File: config.mk
export PLATFORM = sky130hd
export DESIGN_NAME = avi_mul
export DESIGN_NICKNAME = d
export VERILOG_FILES = /design/src/rtl/core/avi_pkg.sv /design/src/rtl/core/avi_mul.sv
export SDC_FILE = /design/constraint.sdc
export NUM_CORES = 2
export LEC_CHECK = 0
export ABC_AREA = 1
export BUFFER_PORTS_ARGS = -buffer_cell sky130_fd_sc_hd__buf_4
export CORE_UTILIZATION = 40
export CTS_BUF_LIST = sky130_fd_sc_hd__clkbuf_4
export DETAILED_ROUTE_END_ITERATION = 6
export SKIP_LAST_GASP = 1
export SYNTH_ARGS = -nofsm -noshare
export SYNTH_HDL_FRONTEND = slang
export SYNTH_SLANG_ARGS = --single-unit
File: constraint.sdc
create_clock -name clk -period 20.9 [get_ports clk]
set_input_delay 3.135 -clock clk [delete_from_list [all_inputs] [get_ports clk]]
set_output_delay 3.135 -clock clk [all_outputs]
set_load 0.005 [all_outputs]
File: src/rtl/core/avi_pkg.sv
// Shared types and constants of the attitude and velocity integrator.
// Item structs, angle constants, the arctangent table and the trig result struct.
// No dependencies; every other file of the block imports this package.
`timescale 1ns / 1ps

package avi_pkg;

  typedef struct packed {
    logic        [24:0] tick_dt;
    logic signed [31:0] roll_rate_cmd;
    logic signed [31:0] pitch_rate_cmd;
    logic signed [31:0] yaw_rate_cmd;
    logic signed [31:0] fwd_accel;
    logic signed [31:0] side_accel;
    logic signed [31:0] down_accel;
  } in_item_t;

  typedef struct packed {
    logic signed [31:0] roll_angle;
    logic signed [31:0] pitch_angle;
    logic signed [31:0] yaw_angle;
    logic signed [31:0] body_rate_p;
    logic signed [31:0] body_rate_q;
    logic signed [31:0] body_rate_r;
    logic signed [31:0] vel_north;
    logic signed [31:0] vel_east;
    logic signed [31:0] vel_down;
  } out_item_t;

  // Sine and cosine in signed Q4.30, with a one-cycle done strobe.
  typedef struct packed {
    logic               done;
    logic signed [33:0] sin_v;
    logic signed [33:0] cos_v;
  } trig_res_t;

  localparam logic signed [31:0] ANG_PI      = 32'sd843314857;
  localparam logic signed [31:0] ANG_HALF_PI = 32'sd421657428;
  localparam logic        [31:0] CORDIC_GAIN_Q32 = 32'd2608131496;

  // Arctangent of 2^-i in Q4.28, truncated.
  function automatic logic [31:0] atan_q28(input logic [4:0] i);
    logic [31:0] v;
    case (i)
      5'd0:  v = 32'd210828714;
      5'd1:  v = 32'd124459457;
      5'd2:  v = 32'd65760959;
      5'd3:  v = 32'd33381289;
      5'd4:  v = 32'd16755421;
      5'd5:  v = 32'd8385878;
      5'd6:  v = 32'd4193962;
      5'd7:  v = 32'd2097109;
      5'd8:  v = 32'd1048570;
      5'd9:  v = 32'd524287;
      5'd10: v = 32'd262143;
      5'd11: v = 32'd131071;
      5'd12: v = 32'd65535;
      5'd13: v = 32'd32767;
      5'd14: v = 32'd16383;
      5'd15: v = 32'd8191;
      5'd16: v = 32'd4095;
      5'd17: v = 32'd2047;
      5'd18: v = 32'd1023;
      5'd19: v = 32'd511;
      5'd20: v = 32'd255;
      5'd21: v = 32'd127;
      5'd22: v = 32'd63;
      5'd23: v = 32'd31;
      5'd24: v = 32'd15;
      5'd25: v = 32'd7;
      5'd26: v = 32'd3;
      5'd27: v = 32'd1;
      default: v = 32'd0;
    endcase
    return v;
  endfunction

endpackage

File: src/rtl/core/avi_mul.sv
// Shared signed multiplier with a registered product and round-to-nearest output.
// Depends on avi_pkg only through the common house style.
`timescale 1ns / 1ps

module avi_mul (
  input  logic               clk,
  input  logic signed [35:0] op_a,
  input  logic signed [35:0] op_b,
  input  logic               sel_q25,
  output logic signed [47:0] rnd_prod
);
  import avi_pkg::*;

  logic signed [71:0] prod_r;
  logic               sel_q25_r;
  logic signed [71:0] rounded;

  always_ff @(posedge clk) begin
    prod_r    <= op_a * op_b;
    sel_q25_r <= sel_q25;
  end

  // Ties round towards plus infinity.
  assign rounded = sel_q25_r ? ((prod_r + 72'sd16777216) >>> 25)
                             : ((prod_r + 72'sd536870912) >>> 30);
  assign rnd_prod = rounded[47:0];

endmodule

Word level (Yosys, flattened, before mapping)
Cells that the tools add are included.
Widths: inputs -> output; s select.
{"block": "word_totals", "regBits": 73, "inputBits": 74, "output_inout_bits": 48, "elab_cells": 6}
{"block": "classes", "multipliers": 1, "mux": 1, "addsub": 2}
{"op": "$add 72x26->72 const B", "count": 1}
{"op": "$add 72x31->72 const B", "count": 1}
{"op": "$mul 36x36->72", "count": 1}
{"op": "$mux 48", "count": 1}

Depth between registers and ports, before layout
{"block": "depth", "depth_word": 2, "ltp_mapped": 35, "ltp_nobuf": 33}

Worst setup path after synthesis
OpenSTA, ideal clock, no wires.
{"block": "synth_timing", "kind": "input port to flip-flop", "from": "input port op_a[35]", "to": "register prod_r[70]", "n_path_buf": 2, "slack_ps": 10681, "arrival_time_ps": 10106, "path_stages": 28, "required_ps": 20787, "cell_sequence": "clkbuf_1 clkbuf_1 nand2_1 inv_1 fa_1 inv_1 fa_1 inv_1 fa_1 fa_1 inv_1 fa_1 inv_1 fa_1 inv_1 fa_1 inv_1 fa_1 ha_1 inv_1 nor3_1 inv_1 nor2_1 inv_1 nor4_1 nand3_1 nand4_1 nand2_1"}
{"block": "synth_between", "elab_chain_cells": 1}
{"element": "from (decl)", "line_no": "avi_mul.sv:7", "text": "input logic signed [35:0] op_a,"}
{"element": "$mul 36x36->72", "line_no": "avi_mul.sv:19", "text": "prod_r <= op_a * op_b;"}
{"element": "to (signal assigned)", "line_no": "avi_mul.sv:19"}
{"element": "to (decl)", "line_no": "avi_mul.sv:14", "text": "logic signed [71:0] prod_r;"}
Every way passes these cells.

Worst setup path after layout
{"block": "layout_timing", "from": "input port op_a[35]", "to": "register prod_r[64]"}
The elaborated chain is that of the path after synthesis.

==> impl_metrics.json <==
{
  "outcome": "completed",
  "gp_congestion": 0.961,
  "async_flop_share_pct": 0,
  "drive_gt1_share_pct": 3.09,
  "path_clk_slew_ns": 0.15,
  "min_path_cells": 1,
  "drtPass1Iterations": 6,
  "critPathCaptureType": "flip-flop",
  "cts.sinks": 49,
  "dr_total_vias": 38792,
  "tritoncts": "done",
  "final.period_utilization_pct": 50.1,
  "antenna_found_initial": 5,
  "cts_hold_buf": 0,
  "tns_ns": 0,
  "ys_ff_latch": 49,
  "syn_to_final_growth_pct": 3.83,
  "cts_root_buf": "clkbuf_4",
  "cts_buffer_depth": 2,
  "tightest_slew_ns": 1.06,
  "mostFrequentLayoutCell": "inv_1",
  "crit_type": "in -> reg",
  "core_sq_um": 126000,
  "final_cell_mix": "2062 x inv_1, 1613 x nand2_1, 1378 x fa_1",
  "cpMostUsedCell": "fa_1",
  "syn_avg_cell_area_sq_um": 7.87,
  "drtAntennaViolNets": 0,
  "finalHoldViolations": 0,
  "wl_per_cell_microns": 18.2,
  "slew_viol_final": 0,
  "mappedNetlistArea_sq_um": 50800,
  "grt_usage_pct": 23.5,
  "max_stage_delay_ns": 0.91,
  "grt_pass1_wl_mm": 236,
  "rows": 130,
  "dieArea_sq_um": 128000,
  "die_x_microns": 358,
  "critPathBufInv": 6,
  "cts_resized": 0,
  "cp-start-kind": "input port",
  "fmax_mhz": 95.4,
  "num_io_pins": 122,
  "crit_fanout": 36,
  "fin_nets": 7949,
  "period_needed_ns": 10.48,
  "relSlewSlack_pct": 29.3,
  "worstPathRequired_ns": 21.21,
  "crit_cells": 24,
  "io_buffers": 121,
  "drt_iter0_drc": 2579,
  "cts.repair_timing.setup_buffer_count": 0,
  "h-tree-depth": 2,
  "rsz0062_at_grt": "false",
  "postSynthCellCount": 6448,
  "place_hpwl_mm": 124,
  "min_path_type": "in -> reg",
  "die_h_microns": 358,
  "drc": 0,
  "grt_max_degree": 51,
  "via_per_inst": 4.89,
  "syn_nets": 8116,
  "grt_pass1_vias": 42839,
  "critPathTopFamily": "adder cells",
  "start_util_pct": 40.4,
  "path_cells": "buf_4 -> nand2_1 -> inv_1 -> fa_1 -> fa_1 -> fa_1 -> inv_1 -> fa_1 -> fa_1 -> fa_1 -> inv_1 -> fa_1 -> inv_1 -> fa_1 -> inv_1 -> ha_1 -> a21oi_1 -> o21ai_0 -> a21oi_1 -> o21ai_0 -> a21oi_1 -> nand2_1 -> nand2_1 -> nand2_1",
  "ys.flop_type": "dfxtp_1",
  "overflow": 0,
  "drt_wl_total_mm": 145,
  "synth_edf_count": 0,
  "cts_made_buffers": 5,
  "finalSetupViolCount": 0,
  "yosys_warnings": 0,
  "slowest_stage": "fa_1",
  "seq_area_frac_synth_pct": 1.93,
  "arrival_ns": 10.79,
  "hold_slack_ns": 2.82,
  "synth.distinct_cells": 48,
  "maxCapViolCount": 0
}
-- through the flow --
stage	cell area (sq um)	worst slack [ns]	util, %	std cells
6_report	52700	10.42	41.9	7937
5_1_grt	52700	10.03	41.9	7936
4_1_cts	52700	10.45	41.9	7932
3_5_place_dp	52600	10.04	41.9	7924
3_3_place_gp	52600	10.06	41.9	7924
2_1_floorplan	50800	10.68	-	6448
-- kinds of logic (layout without fill, tap and decap cells) --
family	count (synthesis)	count (layout)	share of synthesized area [%]
AOI/OAI and AO/OA	311	311	3.35
xor gates and xnor gates	87	87	1.50
adders and majority gates	1594	1594	59.7
buffers and inverters	2370	2204	17.6
DFF	49	49	1.93
other	0	5	0
and+or+nand+nor	2037	2037	16.0
-- state kept, by name, indices dropped and copies added (netlist names) --
name       flops
prod_r        48
sel_q25_r      1
-- final timing paths --
kind            endpoint  startpoint  slack [ns]
max   prod_r[64]$_DFF_P_    op_a[35]       10.42
min    sel_q25_r$_DFF_P_     sel_q25        2.82
-- synth_stat cells (15+ instances only) --
| cell type | number | area, sq um |
|---|---|---|
| inv_1 | 2062 | 7740 |
| nand2_1 | 1613 | 6050 |
| fa_1 | 1378 | 27600 |
| clkbuf_1 | 287 | 1080 |
| nor2_1 | 233 | 875 |
| ha_1 | 216 | 2700 |
| a21oi_1 | 125 | 626 |
| o21ai_0 | 114 | 571 |
| nand3_1 | 68 | 340 |
| xor2_1 | 62 | 543 |
| dfxtp_1 | 49 | 981 |
| nor3_1 | 29 | 145 |
| xnor2_1 | 25 | 219 |
| nand4_1 | 22 | 138 |
| a21o_1 | 17 | 128 |
| nor4_1 | 15 | 93.8 |
-- final cells by class --
| type | instances | area (sq um) |
|---|---|---|
| Multi-Input combinational cell | 4029 | 40900 |
| Sequential cell | 49 | 981 |
| Tap cell | 1650 | 2060 |
| Antenna cell | 5 | 12.5 |
| Timing Repair Buffer | 127 | 953 |
| Clock inverter | 2 | 15.0 |
| Inverter | 2069 | 7770 |
| Fill cell | 12959 | 73000 |
| Clock buffer | 6 | 45.0 |
-- per-layer routing --
layer | routed length (microns) | GRT usage (%)
met3 | 6520 | 1.19
met5 | 0 | 0
met2 | 74700 | 43.1
met4 | 2880 | 4.39
met1 | 60600 | 30.9
Power is not shown: default switching activity piles up to over one toggle a cycle in this logic, so the estimate is an artifact.
