File: src/rtl/core/avi_pkg.sv
// Shared types and constants of the attitude and velocity integrator.
// Item structs, angle constants, the arctangent table and the trig result struct.
// No dependencies; every other file of the block imports this package.
`timescale 1ns / 1ps

package avi_pkg;

  typedef struct packed {
    logic        [24:0] tick_dt;
    logic signed [31:0] roll_rate_cmd;
    logic signed [31:0] pitch_rate_cmd;
    logic signed [31:0] yaw_rate_cmd;
    logic signed [31:0] fwd_accel;
    logic signed [31:0] side_accel;
    logic signed [31:0] down_accel;
  } in_item_t;

  typedef struct packed {
    logic signed [31:0] roll_angle;
    logic signed [31:0] pitch_angle;
    logic signed [31:0] yaw_angle;
    logic signed [31:0] body_rate_p;
    logic signed [31:0] body_rate_q;
    logic signed [31:0] body_rate_r;
    logic signed [31:0] vel_north;
    logic signed [31:0] vel_east;
    logic signed [31:0] vel_down;
  } out_item_t;

  // Sine and cosine in signed Q4.30, with a one-cycle done strobe.
  typedef struct packed {
    logic               done;
    logic signed [33:0] sin_v;
    logic signed [33:0] cos_v;
  } trig_res_t;

  localparam logic signed [31:0] ANG_PI      = 32'sd843314857;
  localparam logic signed [31:0] ANG_HALF_PI = 32'sd421657428;
  localparam logic        [31:0] CORDIC_GAIN_Q32 = 32'd2608131496;

  // Arctangent of 2^-i in Q4.28, truncated.
  function automatic logic [31:0] atan_q28(input logic [4:0] i);
    logic [31:0] v;
    case (i)
      5'd0:  v = 32'd210828714;
      5'd1:  v = 32'd124459457;
      5'd2:  v = 32'd65760959;
      5'd3:  v = 32'd33381289;
      5'd4:  v = 32'd16755421;
      5'd5:  v = 32'd8385878;
      5'd6:  v = 32'd4193962;
      5'd7:  v = 32'd2097109;
      5'd8:  v = 32'd1048570;
      5'd9:  v = 32'd524287;
      5'd10: v = 32'd262143;
      5'd11: v = 32'd131071;
      5'd12: v = 32'd65535;
      5'd13: v = 32'd32767;
      5'd14: v = 32'd16383;
      5'd15: v = 32'd8191;
      5'd16: v = 32'd4095;
      5'd17: v = 32'd2047;
      5'd18: v = 32'd1023;
      5'd19: v = 32'd511;
      5'd20: v = 32'd255;
      5'd21: v = 32'd127;
      5'd22: v = 32'd63;
      5'd23: v = 32'd31;
      5'd24: v = 32'd15;
      5'd25: v = 32'd7;
      5'd26: v = 32'd3;
      5'd27: v = 32'd1;
      default: v = 32'd0;
    endcase
    return v;
  endfunction

endpackage

File: src/rtl/core/avi_cordic.sv
// Iterative rotation-mode CORDIC giving sine and cosine of one Q4.28 angle.
// Depends on avi_pkg for the arctangent table, gain and result struct.
`timescale 1ns / 1ps

module avi_cordic #(
  parameter int WORD_WIDTH      = 32,
  parameter int TRIG_ITERATIONS = 24
) (
  input  logic               clk,
  input  logic               rst_n,
  input  logic               start,
  input  logic signed [31:0] angle,
  output avi_pkg::trig_res_t res
);
  import avi_pkg::*;

  localparam int XW    = WORD_WIDTH + 2;
  localparam int F     = WORD_WIDTH - 2;
  localparam int IW    = $clog2(TRIG_ITERATIONS);
  localparam int SH_UP = (F >= 32) ? F - 32 : 0;
  localparam int SH_DN = (F >= 32) ? 0 : 32 - F;
  localparam int SH_DH = (SH_DN > 0) ? SH_DN - 1 : 0;
  localparam logic [63:0] RND_IN = (SH_DN > 0) ? (64'd1 << SH_DH) : 64'd0;
  localparam logic [63:0] X_INIT = ((64'(CORDIC_GAIN_Q32) + RND_IN) >> SH_DN) << SH_UP;
  localparam int RS = (F > 30) ? F - 30 : 0;
  localparam int LS = (F < 30) ? 30 - F : 0;
  localparam int RH = (RS > 0) ? RS - 1 : 0;
  localparam logic signed [63:0] RND_OUT = (RS > 0) ? (64'sd1 <<< RH) : 64'sd0;

  logic signed [XW-1:0] x_r, y_r, dx, dy;
  logic signed [33:0]   z_r, z0, step_ang;
  logic signed [33:0]   ang_w;
  logic [IW-1:0]        i_r;
  logic                 busy_r, done_r, neg_r, neg0;
  logic signed [63:0]   x_o, y_o;

  always_comb begin
    ang_w = 34'(angle);
    neg0  = 1'b0;
    z0    = ang_w;
    if (angle > ANG_HALF_PI) begin
      z0   = ang_w - 34'(ANG_PI);
      neg0 = 1'b1;
    end else if (angle < -ANG_HALF_PI) begin
      z0   = ang_w + 34'(ANG_PI);
      neg0 = 1'b1;
    end
  end

  assign dx       = y_r >>> i_r;
  assign dy       = x_r >>> i_r;
  assign step_ang = $signed({2'b00, atan_q28(5'(i_r))});

  always_ff @(posedge clk) begin
    if (!rst_n) begin
      busy_r <= 1'b0;
      done_r <= 1'b0;
    end else begin
      done_r <= 1'b0;
      if (start) begin
        busy_r <= 1'b1;
      end else if (busy_r && i_r == IW'(TRIG_ITERATIONS - 1)) begin
        busy_r <= 1'b0;
        done_r <= 1'b1;
      end
    end
  end

  always_ff @(posedge clk) begin
    if (start) begin
      x_r   <= XW'(X_INIT);
      y_r   <= '0;
      z_r   <= z0;
      neg_r <= neg0;
      i_r   <= '0;
    end else if (busy_r) begin
      if (z_r >= 0) begin
        x_r <= x_r - dx;
        y_r <= y_r + dy;
        z_r <= z_r - step_ang;
      end else begin
        x_r <= x_r + dx;
        y_r <= y_r - dy;
        z_r <= z_r + step_ang;
      end
      i_r <= i_r + 1'b1;
    end
  end

  assign x_o = ((64'(x_r) + RND_OUT) >>> RS) <<< LS;
  assign y_o = ((64'(y_r) + RND_OUT) >>> RS) <<< LS;

  assign res.done  = done_r;
  assign res.sin_v = neg_r ? -y_o[33:0] : y_o[33:0];
  assign res.cos_v = neg_r ? -x_o[33:0] : x_o[33:0];

endmodule

File: config.mk
export PLATFORM = sky130hd
export DESIGN_NAME = avi_cordic
export DESIGN_NICKNAME = d
export VERILOG_FILES = /design/src/rtl/core/avi_pkg.sv /design/src/rtl/core/avi_cordic.sv
export SDC_FILE = /design/constraint.sdc
export NUM_CORES = 1
export LEC_CHECK = 0
export BUFFER_PORTS_ARGS = -buffer_cell sky130_fd_sc_hd__buf_2
export CORE_MARGIN = 2
export CORE_UTILIZATION = 45
export CTS_BUF_LIST = sky130_fd_sc_hd__clkbuf_8
export DETAILED_ROUTE_END_ITERATION = 10
export PLACE_DENSITY_LB_ADDON = 0.05
export SLEW_MARGIN = 20
export SYNTH_ARGS = -nofsm -noshare
export SYNTH_HDL_FRONTEND = slang
export SYNTH_SLANG_ARGS = --single-unit
File: constraint.sdc
create_clock -name clk -period 6 [get_ports clk]
set_clock_uncertainty 0.15 [all_clocks]
set_input_delay 0.3 -clock clk [delete_from_list [all_inputs] [get_ports clk]]
set_output_delay 0.3 -clock clk [all_outputs]
set_load 0.01 [all_outputs]
# == Yosys cells after proc, flatten, opt, wreduce, memory -nomap -nowiden ==
# Memory sizes are Yosys's and may differ from the RTL's. A register that Yosys moved wholly into a read port is not among the register bits.
# Cells that the tools add are included.
# Widths: inputs -> output; s select.
# totals
output_inout_bits,69
mem_count,1
latchBits,0
reg_bits,110
ramBits,0
word_cells,45
rom_bits,896
# classes
n_shift,2
div,0
add_sub_neg,11
mul,0
n_reduce_logical,4
mux,15
magnitude_cmp,3
n_eq_ne,1
bitwise_logic,1
# mem_list
memory,depth,width,rd,rd_clocked_by_memory_dff,write_ports,line_no,source
(no name shown),32,28,1,1,0,avi_pkg.sv:44,case (i)
# op_table
op,n
$mux 34,9
$add 34x34->34,2
$neg 34->34,2
$sshr 34x5->34,2
$sub 34x34->34,2
$add 34x33->34,1
$ge 34x1->1 const B,1
$sub 34x33->34,1
$add 32x31->33 const B,1
$sub 32x31->33 const B,1
$gt 32x30->1 const B,1
$lt 32x30->1 const B,1
$mux 5,2
$add 5x1->5 const B,1
$eq 5x5->1 const B,1
$mux 1,4
$reduce_bool 2->1,2
$reduce_or 2->1,1
$logic_and 1x1->1,1
$not 1->1,1

# == Logic depth before layout (Yosys ltp) ==
# Gate-level depths: netlist of the first run.
# logic_depth
depth_word,4
ltp_mapped,31
mapped_depth_nobuf,24

# == Least setup slack after synthesis of the first run ==
# No wires, ideal clock.
# synth_path
kind,register to register
startpoint,register i_r[1]
endpoint,register x_r[30]
stages_incl_launch_ff,29
path_buffers,8
synth_period_minus_slack_ns,6.561
setup_time_ns,0.117
setup_slack_ns,-0.561
required_ns,5.733
t_arrival_ns,6.294
cell_sequence,dfxtp_1 -> buf_6 -> buf_12 -> buf_12 -> buf_12 -> buf_12 -> buf_8 -> buf_4 -> buf_1 -> mux4_2 -> nand2_1 -> o21ai_0 -> a221oi_1 -> nand4_1 -> or4_4 -> or4_1 -> or3_4 -> and2_1 -> xnor2_1 -> ha_1 -> a211o_1 -> nor4_1 -> a211oi_1 -> o221ai_1 -> nor2_1 -> a211oi_1 -> o21ai_0 -> xor2_1 -> a22o_1
# synth_between
elab_chain_cells,3
word_cells_on_any_way,4
# synth_lines
element,line_no,source
"start, declared",avi_cordic.sv:33,logic [IW-1:0] i_r;
"start signal, assigned",avi_cordic.sv:86,i_r <= i_r + 1'b1;
$sshr 34x5->34 *,avi_cordic.sv:50,assign dx = y_r >>> i_r;
$add 34x34->34 or $sub 34x34->34 (tied branches),"avi_cordic.sv:82, avi_cordic.sv:78",
$mux 34 *,avi_cordic.sv:77,if (z_r >= 0) begin
"end signal, assigned",avi_cordic.sv:71,x_r <= XW'(X_INIT);
"end signal, assigned",avi_cordic.sv:78,x_r <= x_r - dx;
"end signal, assigned",avi_cordic.sv:82,x_r <= x_r + dx;
"end, declared",avi_cordic.sv:30,"logic signed [XW-1:0] x_r, y_r, dx, dy;"
# Mark *: on every way between the ends. The rest lies on a longest branch, timed or not.
# A chain may end at the register's enable or synchronous reset.

# == Worst setup path in the final report of the first run ==
# layout_path
startpoint,register i_r[0]
endpoint,register x_r[33]
# The elaborated chain is that of the path after synthesis.

==> impl_metrics.csv, run 1 <==
group,metric,value,unit
critical_path,cp_data_required_time,6340,ps
global_route,grt_pass1_wl,119,mm
drt,avgRoutedWirePerCell,21.9,µm
placement,gp_congestion,1.03,
final_layout,fin_util,59.0,%
critical_path,cp_num_buf_inv,4,
sta,setup_tns,-269,ps
critical_path,critPathTopFamily,"simple AND/OR/NAND/NOR gates",
power,p_clk_share,5.2,%
power,seqPwrFrac,10.7,%
clocking,htree_num_levels,4,
sta,fin_ws,-165,ps
critical_path,r2r_setup_slack,-160,ps
synth,synth_cells,2471,
drt,ant_nets,0,
global_route,grt_max_degree,63,
floorplanning,initial_core_util,45.4,%
sta,rsz0062_at_grt,"true",
clocking,cts_tree,"built",
floorplanning,boundaryPins,104,
critical_path,crit_path_start,"i_r[0]",
drt,routed_via_density,6.00,
critical_path,cp.arrival,6510,ps
sta,hold_violations,0,
status,violations,"negative setup slack",
power,irDropWorstVdd,0.300,mV
sta,max_freq,162,MHz
final_layout,nNetsFinal,3114,
clocking,cts_root_buf,"clkbuf_8",
floorplanning,coreArea,43000,µm²
min_path,min_from,"angle[13]",
sta,setup_viol_count_final,5,
placement,dp_slack,-456,ps
synth,synth_edf_count,35,
power,power_switching_share,48.2,%
sta,period_needed,6160,ps
power,combPwrFrac,84.1,%
global_route,grt_pass1_vias,20600,
min_path,holdPathEnd,"z_r[13]",
critical_path,crit_path_start_kind,"flop",
drt,drtPass1Iterations,6,
power,p_leak,11.0,nW
status,status,"finished with violations",
floorplanning,dieArea,45100,µm²
critical_path,cp_slowest_cell,"or4_4",
power,cell_internal_pwr,0.00826,W
critical_path,worstSetupEndpointType,"flop",
power,power,0.0159,W
synth,syn_area_per_cell,7.90,µm²
synth,async_flop_share,0,%
clocking,insertion_delay,570,ps
final_layout,drive_gt1_share,31.9,%
critical_path,reg2regPathDepth,22,
critical_path,path_cells,"clkbuf_4 -> buf_4 -> buf_4 -> mux4_2 -> a221oi_1 -> a21boi_2 -> nand3_2 -> or4_4 -> or4_4 -> or3_4 -> o21ai_4 -> buf_6 -> xnor2_2 -> ha_1 -> nand3_1 -> nand2_1 -> a221o_1 -> a31oi_4 -> o311ai_2 -> xnor2_1 -> or3_1 -> a21oi_2",
synth,yosys_warnings,0,
critical_path,crit_type,"reg2reg",
drt,vias,21400,
synth,ys_ff_latch,138,
sta,period_share,103,%
floorplanning,die_w,212,µm
synth,synth_cell_types,92,
final_layout,area_delta_synth_final,29.9,%
min_path,worstHoldPathType,"in2reg",
critical_path,worstReg2RegStart,"i_r[0]",
synth,ys_seq_area_share,15.9,%
clocking,cts_buffers,17,
floorplanning,die_h,212,µm
drt,drt_iter0_drc,1910,
global_route,grt_use_total,34.5,%
critical_path,r2r_end,"x_r[33]",
job,maxCapViolCount,0,
sta,slew_headroom,42.7,%
synth,synth_flop_cell,"dfxtp_1",
synth,synth_nets,2624,
sta,drv_slew,0,
drt,routed_wl,78.0,mm
placement,numPortBuffers,103,
placement,hpwl,61.0,mm
final_layout,antenna_cells,0,
floorplanning,num_rows,76,
final_layout,fin_cells,3559,
power,powerDensity,628,nW/µm²
critical_path,critPathMaxFanout,6,
clocking,cts_sinks,138,
placement,dp.cells,3471,
clocking,clockBufferDepth,2,
global_route,overflow,0,
min_path,hold_depth,3,
critical_path,max_stage_delay,600,ps
sta,worst_pin_slew,858,ps
synth,synth.cell_area,19500,µm²
global_route,antenna_found_initial,0,
power,p_switching,0.00767,W
drt,drc_errors,0,
clocking,path_clk_slew,100,ps
metrics by stage:
stage          hold WS [ps]  cell area (µm²)
2_1_floorplan           262            19600
3_3_place_gp            377            23800
3_5_place_dp            383            23800
4_1_cts               0.705            24800
5_1_grt                64.2            25400
6_report               62.9            25400
how the worst max path moves through the flow:
stage	to	slack (ps)	cells past startpoint
3_5_place_dp	x_r[33]	-460	25
3_3_place_gp	x_r[33]	-430	25
2_1_floorplan	x_r[30]	-70	26
6_report	x_r[33]	-160	22
5_1_grt	y_r[33]	-330	23
4_1_cts	x_r[33]	-60	23
synth_stat cells (19+ instances only):
master,instances,share of area (%)
nand2_1,236,4.5
nor2_1,224,4.3
a21oi_1,176,4.5
o21ai_0,174,4.5
xnor2_1,160,7.2
clkbuf_1,130,2.5
ha_1,115,7.4
xor2_1,109,4.9
dfxtp_1,103,11
mux2i_1,77,3.9
mux4_2,70,8.1
inv_1,62,1.2
a21o_1,55,2.1
nand2b_1,48,1.5
o31ai_1,47,1.8
edfxtp_1,35,5.4
mux2_2,35,2.0
nor3_1,35,0.90
a211oi_1,34,1.3
nand3_1,33,0.85
a31oi_1,26,0.83
or3_1,25,0.80
a22o_1,24,1.1
o41ai_1,22,0.99
and3_1,21,0.67
nor2b_1,21,0.67
buf_4,20,0.77
o22ai_1,20,0.64
buf_1,19,0.37
buf_2,19,0.49
nand4_1,19,0.61
o21bai_1,19,0.73
timing repair:
action,CTS,global route
setup buffers,27,19
endpoints found under the setup margin,22,24
gates cloned,1,0
resized for setup,59,99
hold buffers,9,0
hold endpoints to repair,10,0
pin swaps,36,65
final cells by class:
type | instances | area, µm²
Clock buffer | 18 | 248
Clock inverter | 14 | 136
Fill cell | 3967 | 17600
Inverter | 64 | 240
Multi-Input combinational cell | 2069 | 15900
Sequential cell | 138 | 3130
Tap cell | 585 | 732
Timing Repair Buffer | 671 | 5010
registers in the layout, summed over array words and instances (netlist names):
register	count
step_ang	28
x_r	34
done_r	1
i_r	5
z_r	34
busy_r	1
y_r	34
neg_r	1
tightest hold or removal path, delay by kind of cell:
| family | cells | cell delay [ps] |
|---|---|---|
| AOI/OAI and AO/OA | 1 | 130 |
| buffers and inverters | 1 | 140 |
| xor gates and xnor gates | 1 | 90 |
cell usage in the layout (no fill, tap or decap), types with 63 or more instances in the layout:
master   count
buf_2      102
inv_1       63
xor2_1     108
buf_4      537
xnor2_1    154
nand2_1    232
mux4_2      72
mux2i_1     71
ha_1       111
nor2_1     216
a21oi_1    157
dfxtp_1     97
o21ai_0    152
cell families after synthesis:
| kind of cell | Yosys count | synth area share, % |
|---|---|---|
| compound gates | 743 | 25.0 |
| xor+xnor | 269 | 12.1 |
| fa+ha+maj | 118 | 7.68 |
| buf+inv | 264 | 6.20 |
| flops | 138 | 15.9 |
| mux | 189 | 15.0 |
| simple gates | 750 | 18.2 |
power by group through the flow:
stage	logic (W)	registers, W	clock network [W]
after floorplan	0.00761	0.00151	0
after global placement	0.0122	0.00171	0
after detailed placement	0.0123	0.00172	0
after CTS	0.0127	0.00169	0.000860
after global routing	0.0145	0.00174	0.000886
final	0.0134	0.00171	0.000828
per-layer routing:
metal,vias up,track usage [%],part of all wire (%)
li1,10100,-,-
met1,10400,42.9,41
met2,729,59.7,49
met3,147,4.92,5.5
met4,0,14.8,4.3
met5,-,0,0
Note: power is estimated with default switching activity, not from simulation.
==> run 2, diff against run 1 <==
- clock period: 6 -> 7.85 ns (I/O delays scaled with it)
==> run 2 against run 1 <==
Global-route usage is 3.5 points lower. Routed wire length is 10% lower. Total power is 40% lower. Largest cell class unchanged. Register-to-register slack better by 680 ps. Worst setup slack better by 680 ps. The flow now finishes without violations. Fmax is 16% lower.
==> impl_metrics.csv, run 2 (synthesis gave the netlist of run 1 again) <==
group,metric,value,unit
sta,setup_tns,0,ps
sta,hold_violations,0,
critical_path,cp_data_required_time,8190,ps
drt,drt_iter0_drc,1667,
final_layout,drive_gt1_share,14.1,%
clocking,path_clk_slew,100,ps
critical_path,cp_slowest_cell,"dfxtp_4",
sta,slew_headroom,21.2,%
sta,worst_pin_slew,1180,ps
sta,period_share,93.4,%
placement,dp_slack,587,ps
min_path,worstHoldPathType,"in2reg",
placement,numPortBuffers,103,
power,power_switching_share,52.6,%
global_route,grt_pass1_vias,17900,
final_layout,area_delta_synth_final,6.15,%
power,p_switching,0.00503,W
clocking,cts_sinks,138,
global_route,grt_max_degree,65,
floorplanning,boundaryPins,104,
final_layout,fin_util,48.2,%
final_layout,final_cell_mix,"236 x nand2_1, 222 x nor2_1, 176 x a21oi_1, 174 x o21ai_0, 160 x xnor2_1",
power,seqPwrFrac,16.1,%
final_layout,fill_cells,4358,
global_route,antenna_found_initial,1,
critical_path,critPathMaxFanout,55,
critical_path,crit_path_start_kind,"flop",
power,irDropWorstVdd,0.227,mV
global_route,met1_usage,38.6,%
placement,gp_congestion,0.982,
job,maxCapViolCount,0,
drt,vias,19200,
power,p_clk_share,6.8,%
final_layout,design_area,20700,µm²
sta,drv_slew,0,
floorplanning,dieArea,45100,µm²
final_layout,multi_input_area,15200,µm²
floorplanning,initial_core_util,45.4,%
critical_path,cp.arrival,7680,ps
clocking,cts_buffers,17,
final_layout,layout_commonest_cell,"nand2_1",
critical_path,max_stage_delay,910,ps
global_route,met2_usage,53.2,%
sta,max_freq,136,MHz
drt,ant_nets,0,
global_route,grt_pass1_wl,107,mm
critical_path,worstSetupEndpointType,"flop",
status,status,"finished clean",
placement,postPlaceCellArea,20300,µm²
sta,period_needed,7330,ps
global_route,top_usage_layer,"met2",
global_route,met3_usage,5.27,%
floorplanning,die_h,212,µm
power,combPwrFrac,77.1,%
power,powerDensity,461,nW/µm²
clocking,clockBufferDepth,2,
global_route,grt_use_total,31.1,%
critical_path,critPathMostFrequentCell,"a21oi_1",
drt,drc_errors,0,
final_layout,register_area,3130,µm²
clocking,cts_resized,0,
critical_path,path_cells,"buf_4 -> mux4_2 -> mux2i_1 -> a211oi_1 -> a221oi_1 -> and2_1 -> and3_1 -> nand2_1 -> nand2_1 -> xnor2_1 -> ha_1 -> a21oi_1 -> or4b_2 -> a31oi_1 -> o21ai_0 -> a21oi_1 -> o21ai_0 -> a31oi_1 -> o311ai_0 -> xnor2_1 -> or3_1 -> a21oi_1",
global_route,overflow,0,
power,p_leak,8.35,nW
sta,fin_ws,517,ps
clocking,cts_tree,"built",
floorplanning,die_w,212,µm
sta,rsz0062_at_grt,"false",
floorplanning,coreArea,43000,µm²
final_layout,nNetsFinal,2610,
final_layout,reg_top3,"x_r (34), y_r (34), z_r (34)",
placement,hpwl,53.1,mm
critical_path,cp_num_buf_inv,1,
clocking,cts_root_buf,"clkbuf_8",
power,cell_internal_pwr,0.00453,W
clocking,htree_num_levels,4,
critical_path,crit_type,"reg2reg",
sta,setup_viol_count_final,0,
drt,drtPass1Iterations,8,
drt,avgRoutedWirePerCell,23.0,µm
critical_path,critPathTopFamily,"compound AO/OA/AOI/OAI gates",
drt,routed_wl,70.3,mm
drt,routed_via_density,6.28,
clocking,insertion_delay,570,ps
floorplanning,num_rows,76,
==> run 2: cell type report <==
type,count,share of cell area (%)
inverter,64,1.16
timing repair buffer,167,4.89
clock buffer,18,1.20
antenna,2,0.0242
clock inverter,14,0.731
multi-input combinational,2069,73.4
tap,585,3.53
sequential,138,15.1
==> run 2: worst paths after layout <==
| check | start | end | slack [ps] | depth (start not counted) |
|---|---|---|---|---|
| worst max-delay path | i_r[1] | x_r[33] | 520 | 22 |
| worst min-delay path | angle[20] | z_r[20] | 100 | 3 |
| worst max register to register | i_r[1] | x_r[33] | 520 | 22 |
| worst min register to register | x_r[0] | x_r[0] | 380 | 2 |
==> run 2: repair_timing <==
| action | 4_1_cts | 5_1_grt |
|---|---|---|
| endpoints found under the hold margin | 2 | 0 |
| hold buffers | 1 | 0 |
| buffers inserted | 0 | 0 |
==> run 2: layer usage <==
metal | wire [µm] | vias to the layer above
li1 | - | 9117
met1 | 29700 | 9289
met2 | 34000 | 672
met3 | 3940 | 132
met4 | 2660 | 2
met5 | 13 | -
==> run 2: per-stage QoR <==
| step | std cells | hold slack [ps] | power [W] |
|---|---|---|---|
| after floorplan | 2471 | 335 | 0.00691 |
| after global placement | 3022 | 377 | 0.00877 |
| after detailed placement | 3022 | 384 | 0.00882 |
| after CTS | 3055 | 57.8 | 0.00952 |
| after global routing | 3055 | 90.8 | 0.0104 |
| final | 3057 | 104 | 0.00956 |
==> run 2: worst reg2reg max path: stages (launching register included) <==
cell and delay (ps):
dfxtp_4 910, buf_4 400, mux4_2 560, mux2i_1 240, a211oi_1 120, a221oi_1 590
and2_1 260, and3_1 210, nand2_1 80, nand2_1 80, xnor2_1 120, ha_1 290
a21oi_1 250, or4b_2 610, a31oi_1 240, o21ai_0 220, a21oi_1 360, o21ai_0 280
a31oi_1 380, o311ai_0 250, xnor2_1 190, or3_1 320, a21oi_1 130
==> run 2: power groups by stage <==
stage	sequential [W]	combinational [W]	clock (W)
2_1_floorplan	0.00116	0.00576	0
3_5_place_dp	0.00155	0.00727	0
4_1_cts	0.00153	0.00732	0.000672
6_report	0.00154	0.00737	0.000645
3_3_place_gp	0.00154	0.00723	0
5_1_grt	0.00158	0.00814	0.000696
==> run 3, diff against run 2 <==
- ABC_AREA: default -> 1
==> run 3 against run 2 <==
Register-to-register slack improved by 1800 ps. First-iteration DRC count rose by 25%. Non-clock buffer count fell by 43. Clock-buffer cell count fell by 1. Sequential share of layout area barely moved. Flip-flop and latch count did not move. Routed wire length rose by 2.7%. Total power rose by 5.6%. Clock power rose by 4.0%. Cell area fell by 0.50%. Largest power group unchanged.
==> impl_metrics.csv, run 3 <==
group,metric,value,unit
status,status,"finished clean",
sta,period_needed,5490,ps
final_layout,fill_cells,4800,
floorplanning,coreArea,42900,µm²
synth,synth.cell_area,19500,µm²
critical_path,critPathMaxFanout,43,
job,maxCapViolCount,0,
sta,hold_violations,0,
power,irDropWorstVdd,0.255,mV
synth,synth_common_cells,"882 x nand2_1, 397 x nand3_1, 335 x nor2_1, 301 x inv_1, 231 x o21ai_0",
synth,ys_seq_area_share,16.0,%
drt,avgRoutedWirePerCell,18.3,µm
global_route,grt_max_degree,74,
global_route,overflow,0,
clocking,clockBufferDepth,2,
clocking,path_clk_slew,80,ps
final_layout,antenna_cells,0,
drt,routed_via_density,5.68,
clocking,cts_sinks,138,
sta,drv_slew,0,
clocking,insertion_delay,570,ps
floorplanning,num_rows,76,
power,p_leak,9.89,nW
placement,numPortBuffers,103,
critical_path,cp.arrival,5790,ps
placement,hpwl,56.9,mm
synth,synth_cell_types,67,
critical_path,cp_data_required_time,8150,ps
drt,ant_nets,0,
final_layout,final_cell_mix,"882 x nand2_1, 397 x nand3_1, 332 x nor2_1, 303 x inv_1, 231 x o21ai_0",
sta,max_freq,182,MHz
floorplanning,initial_core_util,45.4,%
synth,synth_area_leaders,"nand2_1 17%, dfxtp_1 11%, nand3_1 10%, ha_1 7.4%, nor2_1 6.5%",
critical_path,crit_path_start_kind,"flop",
clocking,htree_num_levels,4,
floorplanning,die_h,212,µm
critical_path,crit_type,"reg2reg",
placement,dp.cells,3901,
final_layout,layout_commonest_cell,"nand2_1",
synth,syn_area_per_cell,5.83,µm²
clocking,cts_tree,"built",
final_layout,area_delta_synth_final,5.78,%
global_route,antenna_found_initial,0,
synth,yosysTopAreaCellShare,17.0,%
floorplanning,boundaryPins,104,
clocking,cts_resized,0,
power,powerDensity,490,nW/µm²
drt,drtPass1Iterations,8,
sta,setup_viol_count_final,0,
synth,async_flop_share,0,%
floorplanning,die_w,212,µm
synth,yosys_warnings,0,
synth,synth.largest_area_cell,"nand2_1",
final_layout,reg_top3,"x_r (34), y_r (34), z_r (34)",
synth,synth_cells,3342,
global_route,grt_use_total,32.0,%
global_route,grt_pass1_wl,112,mm
drt,vias,22300,
synth,ys_ff_latch,138,
global_route,grt_pass1_vias,21100,
sta,rsz0062_at_grt,"false",
drt,routed_wl,72.2,mm
sta,worst_pin_slew,1100,ps
clocking,cts_buffers,17,
final_layout,drive_gt1_share,6.87,%
synth,yosysMostFrequentCell,"nand2_1",
min_path,worstHoldPathType,"in2reg",
sta,setup_tns,0,ps
synth,synth_edf_count,35,
final_layout,fin_cells,3934,
power,power,0.0101,W
critical_path,worstSetupEndpointType,"flop",
sta,slew_headroom,26.9,%
floorplanning,dieArea,45000,µm²
placement,gp_congestion,0.985,
drt,drc_errors,0,
sta,period_share,70.0,%
synth,synth_flop_cell,"dfxtp_1",
clocking,cts_root_buf,"clkbuf_8",
final_layout,nNetsFinal,3489,
drt,drt_iter0_drc,2088,
synth,synth_nets,3495,
run 3: cell count changes in the layout (fill, tap and decap cells not counted), sizes merged, moves of 42 or more:
cell / before / now
a21oi: 176 / 218
a21o: 55 / 11
nand2b: 48 / 0
xnor2: 160 / 71
buf: 166 / 123
mux4: 77 / 0
o21ai: 176 / 263
nand3: 33 / 402
mux2i: 77 / 1
nand2: 236 / 902
inv: 71 / 323
nor2: 224 / 347
run 3: layout make-up:
| class | instances | area, µm² | share of cell area [%] |
|---|---|---|---|
| Clock buffer | 17 | 234 | 1.13 |
| Tap cell | 585 | 732 | 3.55 |
| Timing Repair Buffer | 124 | 676 | 3.28 |
| Inverter | 316 | 1190 | 5.78 |
| Sequential cell | 138 | 3120 | 15.1 |
| Multi-Input combinational cell | 2739 | 14500 | 70.2 |
| Clock inverter | 15 | 188 | 0.910 |
run 3: routing by layer:
metal,GRT usage (%),up-vias,share of wire (%)
met2,55.7,773,48
met3,4.52,156,5.3
met1,38.4,10200,42
met4,15.7,0,4.7
met5,0,-,0
li1,-,11200,-
run 3: worst paths after layout:
check,from,end,slack (ps),cells past startpoint
worst max-delay path,i_r[1],x_r[29],2360,25
worst min-delay path,angle[1],z_r[1],90,3
worst max register to register,i_r[1],x_r[29],2360,25
worst min register to register,y_r[0],y_r[0],440,2
run 3: repair_timing:
item	4_1_cts	5_1_grt
hold buffers	1	0
endpoints found under the hold margin	2	0
setup buffers	0	0
run 3: power breakdown:
group	switching [W]	total [W]	internal, W
sequential	0.000394	0.00141	0.00102
clock	0.000350	0.000671	0.000321
combinational	0.00511	0.00801	0.00290
run 3: kinds of logic after synthesis:
family                   after synthesis  share of synthesized area [%]
multiplexers                           1                         0.0514
buffers and inverters                465                           9.79
AO/OA/AOI/OAI                        647                           18.7
AND/OR/NAND/NOR                     1773                           38.8
adder cells (fa/ha/maj)              118                           7.69
XOR/XNOR                             200                           8.99
flip-flops                           138                           16.0
run 3: critical path, stage by stage, from the launching register on:
cell and delay (ps):
dfxtp_2 660, buf_4 490, nand3_1 160, nand3_1 140
nand3_1 110, nand2_1 130, nand2_1 70, nand2_1 220
ha_1 210, nand2_1 100, nor3_4 170, nand2_2 110
o31ai_1 250, xor2_1 240, ha_1 330, a21oi_1 170
inv_1 80, a21oi_1 180, a21boi_0 210, inv_1 100
nand2_1 70, nand2_1 140, a21oi_1 300, o21ai_0 210
o21ai_0 260, nand2_1 80
run 3: per-stage QoR:
stage	cell area [µm²]	setup WS [ps]	utilization, %	hold slack [ps]
6_report	20600	2360	48.1	94.8
5_1_grt	20600	1730	48.1	69.1
4_1_cts	20600	2510	48.1	35.8
3_5_place_dp	20200	2520	47.1	426
3_3_place_gp	20200	2590	47.1	409
2_1_floorplan	19500	3840	-	355
